<file path="config.mk">
export PLATFORM = sky130hd
export DESIGN_NAME = hrdp_ctrl
export DESIGN_NICKNAME = d
export VERILOG_FILES = /design/src/hrdp_pkg.sv /design/src/hrdp_ctrl.sv
export SDC_FILE = /design/constraint.sdc
export NUM_CORES = 1
export LEC_CHECK = 0
export ABC_AREA = 1
export BUFFER_PORTS_ARGS = -buffer_cell sky130_fd_sc_hd__buf_4
export CAP_MARGIN = 15
export CORE_AREA = 2 2 39 41
export DETAILED_ROUTE_END_ITERATION = 16
export DIE_AREA = 0 0 41 43
export MAX_ROUTING_LAYER = met4
export SLEW_MARGIN = 20
export SYNTH_ARGS = -nofsm -noshare
export SYNTH_HDL_FRONTEND = slang
export SYNTH_SLANG_ARGS = --single-unit
</file>
<file path="constraint.sdc">
create_clock -name clk -period 2.4 [get_ports clk]
set_input_delay 0.12 -clock clk [delete_from_list [all_inputs] [get_ports clk]]
set_output_delay 0.12 -clock clk [all_outputs]
set_load 0.03 [all_outputs]
</file>
<file path="src/hrdp_pkg.sv">
// Shared types and constants of the HID report descriptor parser unit.
// Used by the controller, the datapath, the top level and the checker.
// Depends on nothing.
package hrdp_pkg;

	// One transaction on the input side.
	typedef struct packed {
		logic       action;
		logic [7:0] data_byte;
		logic       last;
	} hrdp_in_t;

	// One result record.
	typedef struct packed {
		logic [1:0]         kind;
		logic signed [31:0] extracted;
		logic [7:0]         rpt_id;
		logic [15:0]        page_num;
		logic [15:0]        usage_code;
		logic [15:0]        usage_top;
		logic               is_array;
		logic signed [31:0] field_min;
		logic signed [31:0] logical_max;
		logic [6:0]         field_total;
		logic               overflowed;
		logic               last_result;
	} hrdp_res_t;

	localparam logic [1:0] KIND_SUMMARY = 2'd0;
	localparam logic [1:0] KIND_FIELD   = 2'd1;
	localparam logic [1:0] KIND_NONE    = 2'd2;

	localparam logic       ACTION_DESC = 1'b0;

	localparam logic [7:0] LONG_PREFIX = 8'hFE;

	localparam logic [1:0] TYPE_MAIN   = 2'd0;
	localparam logic [1:0] TYPE_GLOBAL = 2'd1;
	localparam logic [1:0] TYPE_LOCAL  = 2'd2;

	localparam logic [3:0] TAG_INPUT  = 4'h8;
	localparam logic [3:0] TAG_PAGE   = 4'h0;
	localparam logic [3:0] TAG_LMIN   = 4'h1;
	localparam logic [3:0] TAG_LMAX   = 4'h2;
	localparam logic [3:0] TAG_RSIZE  = 4'h7;
	localparam logic [3:0] TAG_RID    = 4'h8;
	localparam logic [3:0] TAG_RCOUNT = 4'h9;
	localparam logic [3:0] TAG_PUSH   = 4'hA;
	localparam logic [3:0] TAG_POP    = 4'hB;
	localparam logic [3:0] TAG_USAGE  = 4'h0;
	localparam logic [3:0] TAG_UMIN   = 4'h1;
	localparam logic [3:0] TAG_UMAX   = 4'h2;

	// Records per report and bytes read per extracted field.
	localparam logic [6:0] RESULT_CAP = 7'd64;
	localparam logic [2:0] BYTE_SPAN  = 3'd5;

	// Commands from the controller to the datapath.
	typedef struct packed {
		logic latch;
		logic take;
		logic desc;
		logic look;
		logic add_step;
		logic add_fin;
		logic summary;
		logic rpt_store;
		logic dec_start;
		logic dec_id;
		logic fld_issue;
		logic fld_check;
		logic byte_step;
		logic emit_fld;
		logic done;
	} hrdp_cmd_t;

	// Status from the datapath to the controller.
	typedef struct packed {
		logic action;
		logic last;
		logic main_input;
		logic look_full;
		logic add_more;
		logic fld_left;
		logic fld_match;
		logic bytes_done;
	} hrdp_sts_t;

	// Data length of a short item from its prefix.
	function automatic logic [2:0] item_len(input logic [7:0] p);
		return (p[1:0] == 2'd3) ? 3'd4 : {1'b0, p[1:0]};
	endfunction

endpackage

</file>
<file path="src/hrdp_ctrl.sv">
// Controller state machine of the HID report descriptor parser unit.
// Sequences the datapath through commands; depends on hrdp_pkg.
module hrdp_ctrl (
	input  logic              clk,
	input  logic              arst_n,
	input  logic              start,
	output logic              busy,
	input  hrdp_pkg::hrdp_sts_t sts,
	output hrdp_pkg::hrdp_cmd_t cmd
);

	typedef enum logic [3:0] {
		S_IDLE, S_TAKE, S_DESC, S_LOOK, S_ADD, S_FIN, S_SUM, S_RPT,
		S_DEC0, S_DEC1, S_FISS, S_FCHK, S_BYTES, S_EMIT, S_DONE
	} state_t;

	state_t state_q, state_d;

	always_comb begin
		cmd     = '0;
		state_d = state_q;
		case (state_q)
			S_IDLE: begin
				if (start) begin
					cmd.latch = 1'b1;
					state_d   = S_TAKE;
				end
			end
			S_TAKE: begin
				cmd.take = 1'b1;
				state_d  = (sts.action == hrdp_pkg::ACTION_DESC) ? S_DESC : S_RPT;
			end
			S_DESC: begin
				cmd.desc = 1'b1;
				if (sts.main_input) state_d = S_LOOK;
				else state_d = sts.last ? S_SUM : S_IDLE;
			end
			S_LOOK: begin
				cmd.look = 1'b1;
				state_d  = sts.look_full ? S_FIN : S_ADD;
			end
			S_ADD: begin
				cmd.add_step = sts.add_more;
				state_d      = sts.add_more ? S_ADD : S_FIN;
			end
			S_FIN: begin
				cmd.add_fin = 1'b1;
				state_d     = sts.last ? S_SUM : S_IDLE;
			end
			S_SUM: begin
				cmd.summary = 1'b1;
				state_d     = S_IDLE;
			end
			S_RPT: begin
				cmd.rpt_store = 1'b1;
				state_d       = sts.last ? S_DEC0 : S_IDLE;
			end
			S_DEC0: begin
				cmd.dec_start = 1'b1;
				state_d       = S_DEC1;
			end
			S_DEC1: begin
				cmd.dec_id = 1'b1;
				state_d    = S_FISS;
			end
			S_FISS: begin
				cmd.fld_issue = 1'b1;
				state_d       = sts.fld_left ? S_FCHK : S_DONE;
			end
			S_FCHK: begin
				cmd.fld_check = 1'b1;
				state_d       = sts.fld_match ? S_BYTES : S_FISS;
			end
			S_BYTES: begin
				cmd.byte_step = 1'b1;
				state_d       = sts.bytes_done ? S_EMIT : S_BYTES;
			end
			S_EMIT: begin
				cmd.emit_fld = 1'b1;
				state_d      = S_FISS;
			end
			S_DONE: begin
				cmd.done = 1'b1;
				state_d  = S_IDLE;
			end
			default: state_d = S_IDLE;
		endcase
	end

	always_ff @(posedge clk or negedge arst_n) begin
		if (!arst_n) begin
			state_q <= S_IDLE;
		end else begin
			state_q <= state_d;
		end
	end

	assign busy = (state_q != S_IDLE);

endmodule

</file>
==> flow_summary.toml <==
[detailed_routing]
drt_iter0_drc = 3
drtAntennaViolNets = 0
num_vias = 525
routed_via_density = 4.303
drt-pass1-iter-count = 3
drc = 0
wirelength_microns = 1162
routedWlPerCell_microns = 9.525

[clock_tree]
path_clk_slew_ns = 0.04
clock_sinks = 4
root_buffer = "clkbuf_4"
insertion_delay_ns = 0.24
cts_tree = "yes"
cts_buffer_depth = 2
htreeDepth = 1
cts_made_buffers = 3
cts_setup_buffers = 0

[setup_path]
worstPathRequired_ns = 2.28
cp_num_buf_inv = 3
critPathLaunchType = "flop"
crit_path_end_kind = "output port"
crit_type = "flop to output port"
critPathSlowestCell = "dfrtp_1"
cp.arrival_ns = 1.32
crit_path_frequent_cell = "nor2_1"
cp_top_family = "flip-flops"
crit_path_max_fanout = 6
max_stage_delay_ns = 0.44
path_cells = "inv_2, nor2_1, inv_1, nor2_1, buf_4"

[global_routing]
grt_pass1_wl_microns = 1863
use_met2_pct = 26.25
use_met3_pct = 1.571
grt-ovfl-total = 0
busiest_layer = "met2"
grt_max_degree = 8
antenna_found_initial = 0
grtUsageTotal_pct = 15.62
met1_usage_pct = 17.97
grt_pass1_vias = 491

[synthesis]
synth.area.mux_share_pct = 0
ys_seq_elements = 4
syn-num-nets = 87
synth_top_family_by_area = "simple AND/OR/NAND/NOR gates"
synth_fa_ha_area_share_pct = 0
ys_warn_count = 0
synth_seq_area_share_pct = 24.84
yosysUniqueCellTypes = 13
synth-compound-area-share_pct = 4.969
synth.avg_cell_area_sq_um = 5.301
synth-simple-area-share_pct = 55.28
synth_cells = 76
synth_area_sq_um = 402.9
synthXorXnorAreaFrac_pct = 0

[sta]
slew_violations = 0
slew_headroom_pct = 81.96
worst-slew-pin-transition_ns = 0.2696
rsz0062_at_grt = "no"
min_period_ns = 1.436
hold_viol = 0
tns_ns = 0
finalSetupViolations = 0
setup_ws_ns = 0.9636
max_freq_mhz = 696.2
whs_ns = 0.1010
skew_ns = 0.004420
fin_crit_sh_pct = 59.85

[finish]
antenna_cells = 0
seq_area_sq_um = 100.1
syn2layout_area_growth_pct = 61.49
nets = 119
multi_input_area_sq_um = 242.7
regMostFlops = "state_q"
fin_util_pct = 47.02
layout-drive-gt1-share_pct = 33.02
fillers = 153
largest_reg_flops = 4
reg_top3 = "state_q x4"

[floorplan]
die_w_microns = 41
start_util_pct = 29.11
dieArea_sq_um = 1763
rows = 14
io_pins = 27
die_h_microns = 43
placeableCoreArea_sq_um = 1384

[power_and_ir_drop]
vdd_drop_max_mv = 0.3915
leakage_nw = 0.3837
p_per_area_nw_per_um2 = 1195

[placement]
gp_congestion = 0.8354
dp_hpwl_microns = 1025
post-place-ws_ns = 1.202
port_buffers = 26

[job]
drv_cap = 0

[worst_hold_path]
holdCritPathClass = "input pin to flop"

[run_status]
outcome = "finished clean"
[Yosys cell counts]
library cell  count  area share (%)
a21oi_1           1             1.2
dfrtp_1           4              25
inv_1            14              13
inv_2             2             1.9
nand2_1          16              15
nand2_2           1             1.6
nand3_1           6             7.5
nand4_1           1             1.6
nor2_1           23              21
nor2_2            2             3.1
nor2_4            1             2.8
nor3_1            2             2.5
o21ai_0           3             3.7
[through the flow]
stage	instance area, sq um	cells	total power (W)
6_report	650.6	122	0.0007777
4_1_cts	650.6	122	0.0007852
5_1_grt	650.6	122	0.0008482
3_5_place_dp	618.1	118	0.0006989
2_1_floorplan	402.9	76	0.0005227
3_3_place_gp	618.1	118	0.0007015
[layer usage]
metal | vias up | part of all wire [%]
met2 | 17 | 51
met4 | 0 | 0
li1 | 288 | -
met1 | 220 | 44
met5 | - | 0
met3 | 0 | 5.7
[kinds of logic after synthesis]
family,count (synthesis)
simple gates,52
buf+inv,16
flops,4
compound gates,4
[final timing paths]
| check | slack, ns | cells after the start | from | end |
|---|---|---|---|---|
| worst min register to register | 0.65 | 2 | state_q[3] | state_q[3] |
| worst max register to register | 1.22 | 5 | state_q[1] | state_q[1] |
| worst min-delay path | 0.10 | 3 | sts[6] | state_q[3] |
| min in group asynchronous | 0.22 | 2 | arst_n | state_q[3] |
| max in group asynchronous | 2.08 | 2 | arst_n | state_q[2] |
| worst max-delay path | 0.96 | 5 | state_q[2] | cmd[7] |
[layout make-up]
cell class,count,share of cell area (%)
Inverter,16,9.231
Tap cell,16,3.077
Sequential cell,4,15.38
Timing Repair Buffer,27,31.54
Multi-Input combinational cell,56,37.31
Clock buffer,3,3.462
[worst register-to-register path, delay by kind of cell (launching register included)]
kind / cells / cell delay (ns)
DFF: 1 / 0.42
buffers and inverters: 1 / 0.06
and+or+nand+nor: 4 / 0.63
[timing repair]
action                                 4_1_cts  5_1_grt
gates resized for setup                      0        0
endpoints found under the hold margin        4        0
hold buffers                                 1        0
[placed cells by master, fill, tap and decap left out]
master / count
a21oi_1: 1
buf_4: 26
clkbuf_4: 3
dfrtp_1: 4
dlygate4sd3_1: 1
inv_1: 14
inv_2: 2
nand2_1: 16
nand2_2: 1
nand3_1: 6
nand4_1: 1
nor2_1: 23
nor2_2: 2
nor2_4: 1
nor3_1: 2
o21ai_0: 3
[power by group]
| part | switching (W) | internal [W] |
|---|---|---|
| Combinational | 0.000367 | 0.000181 |
| Sequential | 0.0000460 | 0.000101 |
| Clock | 0.0000269 | 0.0000559 |
| Total | 0.000440 | 0.000337 |
No activity file was read; power rests on OpenSTA's default activity.
